===== src/rtl/cdvd_pkg.sv =====
// ----------------------------------------------------------------------------
// cdvd_pkg
// shared types and constants for the clause delta varint decoder
// ----------------------------------------------------------------------------
package cdvd_pkg;

    localparam int unsigned ByteW    = 8;
    localparam int unsigned WordW    = 32;
    localparam int unsigned GroupW   = 7;
    localparam int unsigned GroupCntW = 3;

    localparam logic [GroupW-1:0]    GroupMask  = 7'h7f;
    localparam int unsigned          ContBit    = 7;
    localparam logic [GroupCntW-1:0] GroupsUsed = 3'd5;
    localparam logic [GroupCntW-1:0] GroupSat   = 3'd7;
    localparam logic [WordW-1:0]     CountSat   = 32'hffff_ffff;

    // decoder state carried from one word to the next
    typedef struct packed {
        logic                 in_header;
        logic [WordW-1:0]     varint_accum;
        logic [GroupCntW-1:0] group_index;
        logic [WordW-1:0]     clause_size;
        logic [WordW-1:0]     bytes_seen;
        logic [WordW-1:0]     last_index;
    } t_state;

    // one result item plus its valid flag
    typedef struct packed {
        logic                    valid;
        logic signed [WordW-1:0] literal;
        logic                    last_of_clause;
        logic                    empty_clause;
        logic                    order_error;
    } t_result;

endpackage


===== src/rtl/clause_delta_varint_decoder.sv =====
// ----------------------------------------------------------------------------
// clause_delta_varint_decoder
// decodes size-prefixed clauses of base-128 varint index deltas into literals
// ----------------------------------------------------------------------------
//  channel | dir | fields (lowest bit up)
//  s       | in  | tdata: byte_in[7:0]
//  m       | out | tdata: literal[31:0]; tlast: last_of_clause;
//          |     | tuser: empty_clause, order_error
//
//  one word per cycle sustained while the output is not stalled; a word is
//  decoded while it sits in the input register and its result is taken
//  into the output register as the word moves on, and offered from there
//  the decode step is one or-shift of a 7-bit group, one 32-bit add and
//  the literal mapping, between the input register and the result register
//  synchronous active-low reset returns the decoder to header parsing
//  a stalled output holds the result; the input register keeps taking words
//  as long as the word ahead can move on
module clause_delta_varint_decoder (
    input  logic                              i_clk,
    input  logic                              i_rst_n,
    input  logic                              i_s_tvalid,
    output logic                              o_s_tready,
    input  logic [cdvd_pkg::ByteW-1:0]        i_s_tdata,   // byte_in[7:0]
    output logic                              o_m_tvalid,
    input  logic                              i_m_tready,
    output logic signed [cdvd_pkg::WordW-1:0] o_m_tdata,   // literal[31:0]
    output logic                              o_m_tlast,   // last_of_clause
    output logic [1:0]                        o_m_tuser    // empty_clause, order_error
);
    import cdvd_pkg::*;

    // input register
    logic              r_in_valid;
    logic [ByteW-1:0]  r_in_byte;

    // decoder state and result register
    t_state            r_state;
    t_state            n_state;
    t_result           r_out;
    t_result           n_result;

    logic              consume;

    // the held word may advance when the result slot is free or draining
    assign consume    = r_in_valid && (!r_out.valid || i_m_tready);
    assign o_s_tready = !r_in_valid || consume;

    always_ff @(posedge i_clk) begin
        if (!i_rst_n) begin
            r_in_valid <= 1'b0;
        end else if (o_s_tready) begin
            r_in_valid <= i_s_tvalid;
        end
        if (o_s_tready && i_s_tvalid) begin
            r_in_byte <= i_s_tdata;
        end
    end

    cdvd_step u_step (
        .i_byte   (r_in_byte),
        .i_state  (r_state),
        .o_state  (n_state),
        .o_result (n_result)
    );

    always_ff @(posedge i_clk) begin
        if (!i_rst_n) begin
            r_state <= '{in_header: 1'b1, default: '0};
        end else if (consume) begin
            r_state <= n_state;
        end
    end

    always_ff @(posedge i_clk) begin
        if (!i_rst_n) begin
            r_out <= '0;
        end else if (consume) begin
            r_out <= n_result;
        end else if (i_m_tready) begin
            r_out.valid <= 1'b0;
        end
    end

    assign o_m_tvalid   = r_out.valid;
    assign o_m_tdata    = r_out.literal;
    assign o_m_tlast    = r_out.last_of_clause;
    assign o_m_tuser[0] = r_out.empty_clause;
    assign o_m_tuser[1] = r_out.order_error;

    // an empty-clause marker carries a zero literal and closes its clause
    a_empty_shape: assert property (@(posedge i_clk) disable iff (!i_rst_n)
        (o_m_tvalid && o_m_tuser[0]) |-> (o_m_tdata == '0 && o_m_tlast && !o_m_tuser[1]))
        else $error("empty clause marker malformed");

    // no result appears unless a held word was decoded
    a_no_phantom: assert property (@(posedge i_clk) disable iff (!i_rst_n)
        (!r_in_valid && !r_out.valid) |=> !o_m_tvalid)
        else $error("result without a decoded word");

    // a clause-ending result puts the decoder back into header parsing
    a_end_to_header: assert property (@(posedge i_clk) disable iff (!i_rst_n)
        (consume && n_result.valid && n_result.last_of_clause) |=> r_state.in_header)
        else $error("clause end did not return to header parsing");

endmodule


===== src/rtl/cdvd_step.sv =====
// ----------------------------------------------------------------------------
// cdvd_step
// next-state and result logic for one compressed byte
// ----------------------------------------------------------------------------
module cdvd_step (
    input  logic [cdvd_pkg::ByteW-1:0] i_byte,
    input  cdvd_pkg::t_state           i_state,
    output cdvd_pkg::t_state           o_state,
    output cdvd_pkg::t_result          o_result
);
    import cdvd_pkg::*;

    logic [WordW-1:0]       bytes_n;
    logic [WordW+GroupW-1:0] part;
    logic [WordW-1:0]       value;
    logic [WordW-1:0]       sum;
    logic [WordW-1:0]       mag;
    logic [GroupCntW+2:0]   shamt;

    always_comb begin
        bytes_n = (i_state.bytes_seen == CountSat) ? i_state.bytes_seen
                                                   : i_state.bytes_seen + 1'b1;
        // group offset is 7 * group index
        shamt = {i_state.group_index, 3'b000} - {3'b000, i_state.group_index};
        part  = {{WordW{1'b0}}, i_byte[GroupW-1:0] & GroupMask} << shamt;
        value = i_state.varint_accum;
        if (i_state.group_index < GroupsUsed) begin
            value = i_state.varint_accum | part[WordW-1:0];
        end
        sum = i_state.last_index + value;
        mag = {1'b0, sum[WordW-1:1]} + 1'b1;

        o_state            = i_state;
        o_state.bytes_seen = bytes_n;
        o_result           = '0;

        if (i_byte[ContBit]) begin
            o_state.varint_accum = value;
            if (i_state.group_index < GroupSat) begin
                o_state.group_index = i_state.group_index + 1'b1;
            end
        end else begin
            o_state.varint_accum = '0;
            o_state.group_index  = '0;
            if (i_state.in_header) begin
                o_state.clause_size = value;
                o_state.last_index  = '0;
                o_state.in_header   = 1'b0;
                if (bytes_n >= value) begin
                    // clause with no literals
                    o_result.valid          = 1'b1;
                    o_result.last_of_clause = 1'b1;
                    o_result.empty_clause   = 1'b1;
                    o_state.in_header       = 1'b1;
                    o_state.bytes_seen      = '0;
                end
            end else begin
                o_state.last_index      = sum;
                o_result.valid          = 1'b1;
                o_result.literal        = sum[0] ? mag : (~mag + 1'b1);
                o_result.order_error    = (i_state.last_index != '0) && (value == '0);
                o_result.last_of_clause = (bytes_n >= i_state.clause_size);
                if (bytes_n >= i_state.clause_size) begin
                    o_state.in_header  = 1'b1;
                    o_state.bytes_seen = '0;
                end
            end
        end
    end

endmodule


===== config.mk =====
export PLATFORM = sky130hd
export DESIGN_NAME = clause_delta_varint_decoder
export DESIGN_NICKNAME = d
export VERILOG_FILES = /design/src/rtl/cdvd_pkg.sv /design/src/rtl/clause_delta_varint_decoder.sv /design/src/rtl/cdvd_step.sv
export SDC_FILE = /design/constraint.sdc
export NUM_CORES = 1
export LEC_CHECK = 0
export BUFFER_PORTS_ARGS = -buffer_cell sky130_fd_sc_hd__buf_2
export CORE_MARGIN = 10
export CORE_UTILIZATION = 60
export DETAILED_ROUTE_END_ITERATION = 8
export PLACE_DENSITY = 0.9
export SYNTH_ARGS = -nofsm -noshare
export SYNTH_HDL_FRONTEND = slang
export SYNTH_SLANG_ARGS = --single-unit

===== constraint.sdc =====
create_clock -name i_clk -period 8.4 [get_ports i_clk]
set_input_delay 0 -clock i_clk [delete_from_list [all_inputs] [get_ports i_clk]]
set_output_delay 0 -clock i_clk [all_outputs]
set_load 0.01 [all_outputs]

# --- Word level (Yosys, flattened, before mapping) ---
# Index checks and enable logic that the tools add are counted.
word_totals:
  reg_bits: 177
  output_inout_bits: 37
classes:
  add_sub_neg: 6
  n_lt_le_gt_ge: 4
  eq_ne: 2
  shifts: 1
  mux: 21
  n_bitwise: 3
  reduce_logical: 13
op_table:
  columns: ["cell", "n"]
  rows:
  - ["2-to-1 mux 32 bit", 6]
  - ["2-to-1 mux 64 bit", 2]
  - ["adder 32 x 1 -> 32 bit (second input constant)", 2]
  - ["greater-or-equal comparator 32 bit", 2]
  - ["2-to-1 mux 36 bit", 1]
  - ["2-to-1 mux 35 bit", 1]
  - ["adder 31 x 1 -> 32 bit (second input constant)", 1]
  - ["adder 32 bit", 1]
  - ["== test 32 bit (second input constant)", 1]
  - ["zero test 32 bit", 1]
  - ["NOT 32 bit", 1]
  - ["bitwise OR 32 bit", 1]
  - ["nonzero test 32 bit", 1]
  - ["left shift 7 x 6 -> 32 bit", 1]
  - ["2-to-1 mux 1 bit", 9]
  - ["< comparator 3 bit (second input constant)", 2]
  - ["subtractor 6 x 3 -> 6 bit", 1]
  - ["AND reduction 2 bit", 2]
  - ["adder 3 x 1 -> 3 bit (second input constant)", 1]
  - ["logical AND 1 bit", 3]
  - ["2-to-1 mux 3 bit", 1]
  - ["AND reduction 3 bit", 1]
  - ["zero test 1 bit", 2]
  - ["logical OR 1 bit", 2]
  - ["other kinds (4)", 4]

# --- Depth between registers and ports, before layout ---
# Gate-level depths: netlist of the first run.
logic_depth:
  depth_word: 12
  depth_mapped: 28
  ltp_nobuf: 24

# --- Hierarchy ---
# Synthesis of the first run repeated with hierarchy kept, for this count alone.
unflattened:
  cells_unflattened: 2029
  hier_area_um2: 15436.1
by_module_without_submodules:
  columns: ["mod", "n_inst", "cells_per_inst", "area_each_um2", "seq_area_each_um2"]
  rows:
  - ["cdvd_step", 1, 1287, 8420.6, 0.0]
  - ["clause_delta_varint_decoder", 1, 742, 7015.5, 3623.5]

# --- Least setup slack after synthesis of the first run ---
# No wires, ideal clock.
synth_timing:
  kind: "register -> register"
  startpoint: "register r_state[96] (netlist name)"
  endpoint: "register r_out, in the netlist o_m_tdata[29]"
  setup_time_ps: 117
  arrival_time_ps: 6304
  required_time_ps: 8283
  setup_slack_ps: 1979
  stages_incl_launch_ff: 26
  n_path_buf: 4
  synth_period_minus_slack_ps: 6421
  path_cell_list: "dfxtp_1 -> clkbuf_1 -> clkinv_1 -> ha_1 -> clkbuf_1 -> clkbuf_1 -> mux4_2 -> a21oi_1 -> inv_1 -> a21oi_1 -> inv_1 -> ha_1 -> clkbuf_1 -> inv_1 -> a2111oi_0 -> a211o_1 -> o21ai_0 -> or3_4 -> nor4_4 -> nand4_1 -> a2111oi_2 -> a21oi_2 -> nor4_2 -> a31oi_1 -> xnor2_1 -> a32o_2"
synth_via:
  elab_chain_len: 11
  elab_cells_between_ends: 12
synth_lines:
  columns: ["element", "line_no", "text"]
  rows:
  - ["start, declared", "clause_delta_varint_decoder.sv:37", "t_state r_state;"]
  - ["start signal, assigned", "clause_delta_varint_decoder.sv:70", "r_state <= n_state;"]
  - ["subtractor 6 x 3 -> 6 bit", "cdvd_step.sv:24", "shamt = {i_state.group_index, 3'b000} - {3'b000, i_state.group_index};"]
  - ["left shift 7 x 6 -> 32 bit", "cdvd_step.sv:25", "part = {{WordW{1'b0}}, i_byte[GroupW-1:0] & GroupMask} << shamt;"]
  - ["bitwise OR 32 bit", "cdvd_step.sv:28", "value = i_state.varint_accum | part[WordW-1:0];"]
  - ["2-to-1 mux 32 bit (*)", "cdvd_step.sv:27", "if (i_state.group_index < GroupsUsed) begin"]
  - ["named net u_step.value[5]", "cdvd_step.sv:15", "logic [WordW-1:0] value;"]
  - ["adder 32 bit (*)", "cdvd_step.sv:30", "sum = i_state.last_index + value;"]
  - ["adder 31 x 1 -> 32 bit (*)", "cdvd_step.sv:31", "mag = {1'b0, sum[WordW-1:1]} + 1'b1;"]
  - ["NOT 32 bit", "cdvd_step.sv:60", "o_result.literal = sum[0] ? mag : (~mag + 1'b1);"]
  - ["adder 32 x 1 -> 32 bit", "cdvd_step.sv:60", null]
  - ["2-to-1 mux 32 bit (*)", "cdvd_step.sv:60", null]
  - ["2-to-1 mux 32 bit (*)", "cdvd_step.sv:45", "if (i_state.in_header) begin"]
  - ["2-to-1 mux 36 bit (*)", "cdvd_step.sv:37", "if (i_byte[ContBit]) begin"]
  - ["end signal, assigned", "clause_delta_varint_decoder.sv:78", "r_out <= n_result;"]
  - ["end, declared", "clause_delta_varint_decoder.sv:39", "t_result r_out;"]
# The timed path passes the listed nets; every way through them passes the cells marked *.
# A chain may end at the register's enable or synchronous reset.

# --- Final worst setup path of the first run ---
layout_timing:
  startpoint: "register r_state[96] (netlist name)"
  endpoint: "register r_out, in the netlist o_m_tdata[31]"
# Same word-level chain as after synthesis.

==> results.md, run 1 <==
- Count of clock tree sinks: 177
- Library cell contributing the largest single delay on the critical path: or4_1
- Number of setup violations in the final report: 0
- CP Max Fanout: 18
- Total power draw: 0.00207 W
- Final Hold Viols: 0
- Die area: 0.0286 mm2
- Number of I/O pins: 49
- Worst slew margin: 0.250
- Number of nets produced by synthesis: 1846
- Fraction of the mapped netlist area in adder cells: 0.0953
- Sequential power share: 0.422
- Max Clock Skew: 0.0128 ns
- Sum of overflow across all layers after global routing: 0
- Post-Synth XOR/XNOR Area: 0.0774
- Critical Path, Cell by Cell: clkinv_1 -> ha_1 -> mux4_2 -> mux2i_1 -> nor2_1 -> nor2_1 -> inv_1 -> ha_1 -> o21ai_0 -> a2111oi_0 -> a211o_1 -> o21a_1 -> nand3_1 -> or4_1 -> nor4_1 -> o221a_2 -> nand3b_1 -> or3_1 -> nor4_2 -> mux2i_1 -> nand2_1
- Share of the synthesized area in the top cell type: 0.254
- Clock transition at the registers of the reported paths: 0.08 ns
- Post-synthesis cell type count: 90
- Comb pwr share: 0.175
- Die W: 169 um
- Gr usage total: 0.278
- Worst Hold Class: input port to flip-flop
- Sort of element at the end of the critical path: flip-flop
- Share of power burned in the clock network: 0.403
- Drt wl/cell: 19.8 um
- Port Buffer Count: 48
- Result of the run: completed
- Minimum setup slack after placement: 0.748 ns
- Post-route non-filler standard cell count: 2039
- Post-synthesis register bit count: 177
- Number of enable-type register cells in the synthesized netlist: 8
- Count of standard-cell rows: 54
- Number of antenna violations at the first check in global routing: 0
- Async set-reset flop share out of synthesis: 0
- Starting Density: 0.611
- Simple-gate share of the synthesized area: 0.253
- Detailed-router iteration count before antenna repair: 6
- Max-capacitance violation count: 0
- Routed vias: 13300
- Internal power of the cells: 0.00144 W
- Vias in the first global route: 13000
- CTS tree: built
- Post-Synthesis Cell Area: 0.0133 mm2
- Ys Warns: 0
- Switching Power: 0.000625 W
- Post-layout worst setup margin: 0.897 ns
- Number of pins exceeding their max-slew limit in the final report: 0
- Startpoint type of the worst setup path: flip-flop
- Min Tclk post-route: 7.50 ns
- Cell total after placement: 1996
- Final antenna-violating net count: 0
- Crit-path leading delay family: simple AND/OR/NAND/NOR gates
- Via-per-instance ratio: 6.51
- Initial detailed-routing violation count: 1305
- Final Routed Wirelength: 40400 um
- Largest net degree at the start of global routing: 96
- Wire length of the first global-routing pass: 65800 um
- Ratio of final minimum period to clock period: 0.893
- Dominant combinational cell family by area after synthesis: simple AND/OR/NAND/NOR gates
- Number of buffers and inverters on the critical path: 2
- Diode insertion count for antenna repair: 0
- Leakage power total: 5.80 nW
- Count of nets after finishing: 1859
- DRC violations left: 0
- Maximum frequency from static timing analysis: 133 MHz
- Root buffer cell: clkbuf_16
- Maximum resistive drop on vdd: 0.125 mV
- Complex-gate fraction of the synthesized area: 0.228
- Most area-hungry cell type in the Yosys netlist: dfxtp_1
- Ratio of cells with drive above 1 in the final layout: 0.0995
- Post-synthesis to final-layout area growth: 8.91%
- Setup CP Type: flip-flop to flip-flop
- Layout fillers: 1800
- Portion of netlist area occupied by mux cells: 0.0197
- Post-DP HPWL: 28700 um
- Unrepaired setup endpoints after global routing: false
- Die span in y: 169 um
- Avg Inst Size Synth: 7.69 um2
- Clock latency on the worst-skew pair: 0.45 ns
- Max H-tree Level: 4
- Switching part of the total power: 0.302
- Part of the Yosys area used for sequential elements: 0.272
- PwrDens: 142 mW/mm2
- Most used DFF post-synth: dfxtp_1
- Dominant cells by area after synthesis: dfxtp_1 (25%), ha_1 (9.4%), nor2_1 (5.9%), xnor2_1 (5.1%), a21oi_1 (4.5%)
- Mapped Cells: 1733
- Data arrival time at the worst-slack endpoint: 7.85 ns
- Final estimated routing congestion in global placement: 0.955
- Total clock buffers created by CTS: 17
- Delay of the slowest critical-path stage: 0.70 ns
- Total core area: 0.0218 mm2
- Transition time at the pin with the least slew margin: 1.12 ns
- Required time of the critical path: 8.74 ns
- Total Negative Setup Slacks: 0 ns
- Bufs on Longest Clock Path: 2
## Yosys cell counts, types with 13 or more instances
master      n
nor2_1    211
dfxtp_1   169
nand2_1   126
a21oi_1   119
ha_1      100
inv_1      87
clkbuf_1   79
xnor2_1    78
o21ai_0    72
nor3_1     70
nand3_1    63
nand4_1    51
a211oi_1   49
a22oi_1    45
a21o_1     36
nor4_1     33
xor2_1     31
or3_1      18
a31oi_1    17
mux2i_1    15
nand2b_1   15
and2_1     14
and3_1     14
nor2b_1    13
o211ai_1   13
## cell families (layout without fill, tap and decap cells)
kind of cell,count (synthesis),after routing
simple gates,678,678
flops,177,177
mux,23,23
buf+inv,187,213
xor+xnor,113,113
compound gates,454,454
fa+ha+maj,101,101
## per-stage QoR
stage / cell area (um2) / util / hold slack, ns
after floorplan: 13300 / - / 0.0989
after global placement: 13800 / 0.633 / 0.177
after detailed placement: 13800 / 0.633 / 0.178
after CTS: 14500 / 0.665 / 0.0885
after global routing: 14500 / 0.665 / 0.113
final: 14500 / 0.665 / 0.112
## timing repair
item,CTS,global route
setup buffers,0,0
gates resized for setup,0,1
hold buffers,11,0
endpoints found under the setup margin,0,1
endpoints found under the hold margin,10,0
## metal layers
| metal | up-vias | part of all wire | wire, um | track usage |
|---|---|---|---|---|
| met2 | 615 | 0.45 | 18300 | 0.448 |
| met3 | 133 | 0.075 | 3020 | 0.0526 |
| met4 | 0 | 0.057 | 2290 | 0.158 |
| li1 | 6331 | - | - | - |
| met5 | - | 0 | 0 | 0 |
| met1 | 6197 | 0.41 | 16700 | 0.341 |
## path summary, 6_finish.rpt
| kind | slack (ns) | end | cells after the start | from |
|---|---|---|---|---|
| setup / recovery | 0.90 | o_m_tdata[31] | 21 | r_state[96] |
| hold / removal | 0.11 | o_m_tdata[30] | 2 | i_rst_n |
| setup reg to reg | 0.90 | o_m_tdata[31] | 21 | r_state[96] |
| hold reg to reg | 0.45 | o_m_tdata[26] | 2 | o_m_tdata[26] |
## state kept, by name (all words and copies together) (netlist names)
signal      count
r_in_byte       8
r_state       132
o_m_tuser       2
o_m_tvalid      1
o_m_tdata      32
o_m_tlast       1
r_in_valid      1
## cell type report
class | instances | area, um2 | share of cell area
Tap cell | 280 | 350 | 0.0241
Clock inverter | 15 | 179 | 0.0123
Sequential cell | 177 | 3620 | 0.250
Inverter | 88 | 332 | 0.0228
Clock buffer | 17 | 425 | 0.0293
Multi-Input combinational cell | 1369 | 9000 | 0.620
Timing Repair Buffer | 93 | 606 | 0.0417
## layout by cell type (no fill, tap or decap), drive strengths merged, types with 13 or more instances in the layout
cell type  count
xnor2         79
buf           82
o21ai         77
and2          14
nand3         66
nor2         211
nand4         51
a21oi        124
dfxtp        169
nor3          72
nand2        128
nor4          39
or3           20
and3          14
a211oi        51
a21o          36
a31oi         17
inv           91
o211ai        13
nor2b         13
xor2          32
clkbuf        17
a22oi         45
mux2i         15
nand2b        15
ha           100
## power groups by stage
stage                     sequential [W]  combinational (W)  clock, W
after floorplan                 0.000888           0.000260         0
after global placement          0.000891           0.000333         0
after detailed placement        0.000893           0.000342         0
after CTS                       0.000873           0.000350  0.000836
after global routing            0.000875           0.000393  0.000871
final                           0.000874           0.000362  0.000833
(Power assumes the default switching activity.)
==> run 2: changes to the inputs <==
- CTS_CLUSTER_SIZE: default -> 20
- PLACE_DENSITY: 0.9 -> 0.79
==> results.md, run 2 (same netlist as run 1, synthesis figures left out) <==
- Data arrival time at the worst-slack endpoint: 7.89 ns (+0.04 ns)
- Number of setup violations in the final report: 0 (unchanged)
- Result of the run: completed
- Wire length of the first global-routing pass: 64000 um (-2.8%)
- Drt wl/cell: 19.1 um (-3.4%)
- Flip-flop count of the largest register, all copies and words added: 132 (unchanged)
- Ratio of final minimum period to clock period: 0.899 (+0.00596)
- Critical Path, Cell by Cell: clkinv_1 -> ha_1 -> mux4_2 -> mux2i_1 -> nor2_1 -> nor2_1 -> buf_4 -> inv_1 -> ha_1 -> o21ai_0 -> a21oi_1 -> o21a_1 -> xor2_1 -> nand3_1 -> nor4_1 -> buf_4 -> nand2_2 -> o31ai_1 -> nand4_1 -> mux2i_1 -> o21ai_0 -> o31a_1
- Via-per-instance ratio: 6.35 (-2.5%)
- Highest-count cells in the layout ignoring fill and taps: nor2_1 (209), dfxtp_1 (169), nand2_1 (125), a21oi_1 (119), ha_1 (100)
- Starting Density: 0.611 (unchanged)
- Max-capacitance violation count: 0 (unchanged)
- Transition time at the pin with the least slew margin: 1.15 ns (+0.0289 ns)
- Library cell contributing the largest single delay on the critical path: dfxtp_1
- Gr usage total: 0.271 (-0.00709)
- Vias in the first global route: 12600 (-3.3%)
- Startpoint type of the worst setup path: flip-flop
- Largest net degree at the start of global routing: 97 (+1.0%)
- Routed vias: 13000 (-2.2%)
- Worst slew margin: 0.231 (-0.0193)
- Share of the core filled with cells in the final layout: 0.666 (+0.000688)
- Maximum resistive drop on vdd: 0.115 mV (-7.7%)
- Sum of overflow across all layers after global routing: 0 (unchanged)
- Unrepaired setup endpoints after global routing: false
- Sort of element at the end of the critical path: flip-flop
- Crit-path leading delay family: simple AND/OR/NAND/NOR gates
- Maximum frequency from static timing analysis: 132 MHz (-0.66%)
- Number of I/O pins: 49 (unchanged)
- Count of standard-cell rows: 54 (unchanged)
- Number of pins exceeding their max-slew limit in the final report: 0 (unchanged)
- Count of nets after finishing: 1865 (+0.32%)
- Max Clock Skew: 0.0159 ns (+0.00308 ns)
- DRC violations left: 0 (unchanged)
- Layout fillers: 1896 (+5.3%)
- Die area: 0.0286 mm2 (unchanged)
- Die W: 169 um (unchanged)
- Post-DP HPWL: 28500 um (-0.67%)
- Count of clock tree sinks: 177 (unchanged)
- Post-synthesis to final-layout area growth: 9.03%
- Total core area: 0.0218 mm2 (unchanged)
- Final Routed Wirelength: 39100 um (-3.1%)
- Post-route non-filler standard cell count: 2045 (+0.29%)
- Number of buffers and inverters on the critical path: 4 (+2)
- Total power draw: 0.00201 W (-2.6%)
- Combined area of the multi-input logic cells: 0.00900 mm2 (unchanged)
- Total clock buffers created by CTS: 17 (unchanged)
- Register containing the most flip-flops in the final layout: r_state
- Most common cell after layout, fill and taps aside: nor2_1
- Die span in y: 169 um (unchanged)
- Total Negative Setup Slacks: 0 ns (unchanged)
- Port Buffer Count: 48 (unchanged)
- Clock transition at the registers of the reported paths: 0.07 ns (about the same)
- Worst Hold Class: input port to flip-flop
- Ratio of cells with drive above 1 in the final layout: 0.101 (+0.00193)
- Setup CP Type: flip-flop to flip-flop
- Final estimated routing congestion in global placement: 0.947 (-0.86%)
- Detailed-router iteration count before antenna repair: 6 (unchanged)
- Initial detailed-routing violation count: 1253 (-4.0%)
- Max H-tree Level: 4 (unchanged)
- Number of antenna violations at the first check in global routing: 0 (unchanged)
- Area taken by flip-flops and latches: 0.00362 mm2 (about the same)
- Required time of the critical path: 8.74 ns (about the same)
- Delay of the slowest critical-path stage: 0.77 ns (+0.07 ns)
- CTS tree: built
- PwrDens: 139 mW/mm2 (-2.7%)
- Root buffer cell: clkbuf_16
- Final Hold Viols: 0 (unchanged)
- Final antenna-violating net count: 0 (unchanged)
- CP Max Fanout: 18 (unchanged)
- Clock latency on the worst-skew pair: 0.45 ns (about the same)
- Leakage power total: 5.80 nW (about the same)
- Cell total after placement: 2002 (+0.30%)
- Diode insertion count for antenna repair: 0 (unchanged)
- Min Tclk post-route: 7.55 ns (+0.0500 ns)
- Hold Slack: 0.102 ns (-0.00938 ns)
- Bufs on Longest Clock Path: 2 (unchanged)
run 2: changes by cell type in the layout (fill, tap and decap cells not counted), sizes merged:
cell,change
buf,+6
bufinv,-2
clkinvlp,+2
run 2: path summary, 6_finish.rpt:
kind,startpoint,end,slack (ns),cells past startpoint
max,r_state[96],o_m_tdata[30],0.85,22
min,i_rst_n,o_m_tdata[30],0.10,2
max reg2reg,r_state[96],o_m_tdata[30],0.85,22
min reg2reg,o_m_tdata[28],o_m_tdata[28],0.45,2
run 2: timing repair:
action | CTS | global route
hold buffers | 11 | 0
endpoints found under the hold margin | 10 | 0
endpoints found under the setup margin | 0 | 0
gates resized for setup | 0 | 0
setup buffers | 0 | 0
run 2: area by class of cell:
type | count | area share
Clock buffer | 17 | 0.0293
Clock inverter | 15 | 0.0103
Inverter | 88 | 0.0228
Multi-Input combinational cell | 1369 | 0.619
Sequential cell | 177 | 0.249
Tap cell | 280 | 0.0241
Timing Repair Buffer | 99 | 0.0448
run 2: routing by layer:
| metal | share of wire | GRT usage |
|---|---|---|
| met3 | 0.064 | 0.0424 |
| met2 | 0.46 | 0.434 |
| met1 | 0.43 | 0.344 |
| met5 | 0 | 0 |
| met4 | 0.046 | 0.140 |
run 2: stage by stage:
stage | area (um2) | setup slack [ns]
4_1_cts | 14500 | 0.891
6_report | 14500 | 0.847
5_1_grt | 14500 | 0.141
3_3_place_gp | 13900 | 1.20
2_1_floorplan | 13300 | 1.98
3_5_place_dp | 13900 | 0.931
run 2: where the power goes:
part	total (W)	switching [W]	leakage, nW	internal [W]
Combinational	0.000355	0.000220	4.08	0.000135
Clock	0.000786	0.000393	0.270	0.000393
Sequential	0.000873	0.0000124	1.44	0.000860
==> run 3: changes to the inputs <==
- CORE_UTILIZATION: 60 -> 40
- GPL_ROUTABILITY_DRIVEN: default -> 0
- PLACE_DENSITY: 0.79 -> 0.57
- clock period: 8.4 -> 8.85 ns (I/O delays scaled with it)
==> results.md, run 3 (same netlist as run 1, synthesis figures left out) <==
- Required time of the critical path: 9.20 ns (+0.46 ns)
- Switching part of the total power: 0.296 (-0.0143)
- Detailed-router iteration count before antenna repair: 5 (-1)
- Maximum resistive drop on vdd: 0.135 mV (+17%)
- Most common cell after layout, fill and taps aside: nor2_1
- Drt wl/cell: 19.0 um (-0.36%)
- Flip-flop count of the largest register, all copies and words added: 132 (unchanged)
- Number of pins exceeding their max-slew limit in the final report: 0 (unchanged)
- Total clock buffers created by CTS: 17 (unchanged)
- Share of the core filled with cells in the final layout: 0.450 (-0.216)
- Number of setup violations in the final report: 0 (unchanged)
- Post-synthesis to final-layout area growth: 10.3%
- PwrDens: 134 mW/mm2 (-3.3%)
- Total Negative Setup Slacks: 0 ns (unchanged)
- Die area: 0.0410 mm2 (+44%)
- Gr usage total: 0.201 (-0.0700)
- Max H-tree Level: 4 (unchanged)
- Data arrival time at the worst-slack endpoint: 8.05 ns (+0.16 ns)
- CTS resizes: 0 (unchanged)
- Critical Path, Cell by Cell: clkinv_1 -> ha_1 -> mux4_2 -> mux2i_1 -> nor2_1 -> nor2_1 -> inv_1 -> ha_1 -> o21ai_0 -> a2111oi_0 -> a211o_1 -> o21a_1 -> nand3_1 -> or4_1 -> nor4_1 -> o221a_2 -> nand3b_1 -> or3_1 -> nor4_2 -> mux2i_1 -> nand2_1
- Cell total after placement: 2154 (+7.6%)
- Vias in the first global route: 12300 (-1.9%)
- Final antenna-violating net count: 0 (unchanged)
- Total core area: 0.0327 mm2 (+50%)
- Die span in y: 203 um (+20%)
- Number of antenna violations at the first check in global routing: 0 (unchanged)
- Sort of element at the end of the critical path: flip-flop
- Unrepaired setup endpoints after global routing: false
- Result of the run: completed
- Final Routed Wirelength: 41800 um (+7.0%)
- Count of standard-cell rows: 66 (+22%)
- Post-DP HPWL: 30400 um (+6.7%)
- Count of clock tree sinks: 177 (unchanged)
- Ratio of cells with drive above 1 in the final layout: 0.0969 (-0.00455)
- Area after DPL: 0.0140 mm2 (+0.94%)
- CP Max Fanout: 18 (unchanged)
- Initial detailed-routing violation count: 952 (-24%)
- Area of all placed cells without fillers: 0.0147 mm2 (+1.1%)
- Starting Density: 0.408 (-0.203)
- Final Hold Viols: 0 (unchanged)
- Via-per-instance ratio: 5.86 (-7.7%)
- Hold buffer count at CTS: 11 (unchanged)
- Share of power burned in the clock network: 0.410 (+0.020)
- Routed vias: 12900 (-0.82%)
- Max-capacitance violation count: 0 (unchanged)
- Diode insertion count for antenna repair: 0 (unchanged)
- Die W: 203 um (+20%)
- Largest net degree at the start of global routing: 67 (-31%)
- Min Tclk post-route: 7.71 ns (+0.155 ns)
- Crit-path leading delay family: simple AND/OR/NAND/NOR gates
- Sequential power share: 0.421 (-0.012)
- Clock transition at the registers of the reported paths: 0.07 ns (about the same)
- Highest-count cells in the layout ignoring fill and taps: nor2_1 (208), dfxtp_1 (169), nand2_1 (125), a21oi_1 (119), ha_1 (100)
- Total setup buffers inserted after CTS: 0 (unchanged)
- Worst slew margin: 0.217 (-0.0142)
- Root buffer cell: clkbuf_16
- Setup CP Type: flip-flop to flip-flop
- Count of nets after finishing: 1855 (-0.54%)
- Port Buffer Count: 48 (unchanged)
- Comb pwr share: 0.169 (-0.007)
- Library cell contributing the largest single delay on the critical path: dfxtp_1
- Wire length of the first global-routing pass: 67000 um (+4.7%)
- Clock latency on the worst-skew pair: 0.46 ns (about the same)
- Ratio of final minimum period to clock period: 0.871 (-0.0282)
- Maximum frequency from static timing analysis: 130 MHz (-2.0%)
- DRC violations left: 0 (unchanged)
- Delay of the slowest critical-path stage: 0.78 ns (about the same)
- Startpoint type of the worst setup path: flip-flop
- Switching Power: 0.000584 W (-6.7%)
- Number of I/O pins: 49 (unchanged)
- Hold Slack: 0.127 ns (+0.0252 ns)
- Transition time at the pin with the least slew margin: 1.17 ns (+0.0212 ns)
- Number of buffers and inverters on the critical path: 2 (-2)
- Post-route non-filler standard cell count: 2197 (+7.4%)
- Leakage power total: 5.77 nW (-0.46%)
- Bufs on Longest Clock Path: 2 (unchanged)
- Worst Hold Class: input port to flip-flop
- Max Clock Skew: 0.0145 ns (-0.00133 ns)
- CTS tree: built
- Internal power of the cells: 0.00139 W (-0.16%)
- Sum of overflow across all layers after global routing: 0 (unchanged)
- Register containing the most flip-flops in the final layout: r_state
## run 3: area by class of cell
| class | count | area (um2) |
|---|---|---|
| Timing Repair Buffer | 89 | 576 |
| Multi-Input combinational cell | 1369 | 9010 |
| Clock inverter | 12 | 144 |
| Tap cell | 442 | 553 |
| Sequential cell | 177 | 3620 |
| Inverter | 88 | 332 |
| Clock buffer | 20 | 468 |
| Fill cell | 3342 | 18000 |
## run 3: worst reg2reg max path: stages (launching register included)
cell and delay, ns:
dfxtp_1 0.78, clkinv_1 0.42, ha_1 0.71, mux4_2 0.40
mux2i_1 0.27, nor2_1 0.10, nor2_1 0.34, inv_1 0.09
ha_1 0.45, o21ai_0 0.20, a2111oi_0 0.65, a211o_1 0.28
o21a_1 0.20, nand3_1 0.39, or4_1 0.70, nor4_1 0.20
o221a_2 0.27, nand3b_1 0.18, or3_1 0.47, nor4_2 0.20
mux2i_1 0.22, nand2_1 0.06
## run 3: metrics by stage
step / total power, W / setup WS [ns]
global placement: 0.00117 / 1.59
floorplan: 0.00109 / 2.43
global route: 0.00205 / 0.452
CTS: 0.00199 / 1.32
finish: 0.00197 / 1.14
detailed placement: 0.00117 / 1.33
## run 3: worst paths after layout
check / startpoint / to / slack [ns] / cells after the start
hold reg to reg: o_m_tdata[23] / o_m_tdata[23] / 0.46 / 2
setup reg to reg: r_state[96] / o_m_tdata[31] / 1.14 / 21
hold / removal: i_rst_n / o_m_tdata[30] / 0.13 / 2
setup / recovery: r_state[96] / o_m_tdata[31] / 1.14 / 21
## run 3: metal layers
metal	track usage	part of all wire
met1	0.263	0.46
met2	0.329	0.47
met3	0.0306	0.047
met4	0.0687	0.027
met5	0	0
## run 3: power by group through the flow
| stage | Clock (W) | Sequential [W] | Combinational (W) |
|---|---|---|---|
| CTS | 0.000827 | 0.000828 | 0.000331 |
| global route | 0.000853 | 0.000830 | 0.000368 |
| floorplan | 0 | 0.000843 | 0.000247 |
| global placement | 0 | 0.000847 | 0.000323 |
| finish | 0.000808 | 0.000829 | 0.000333 |
| detailed placement | 0 | 0.000847 | 0.000323 |
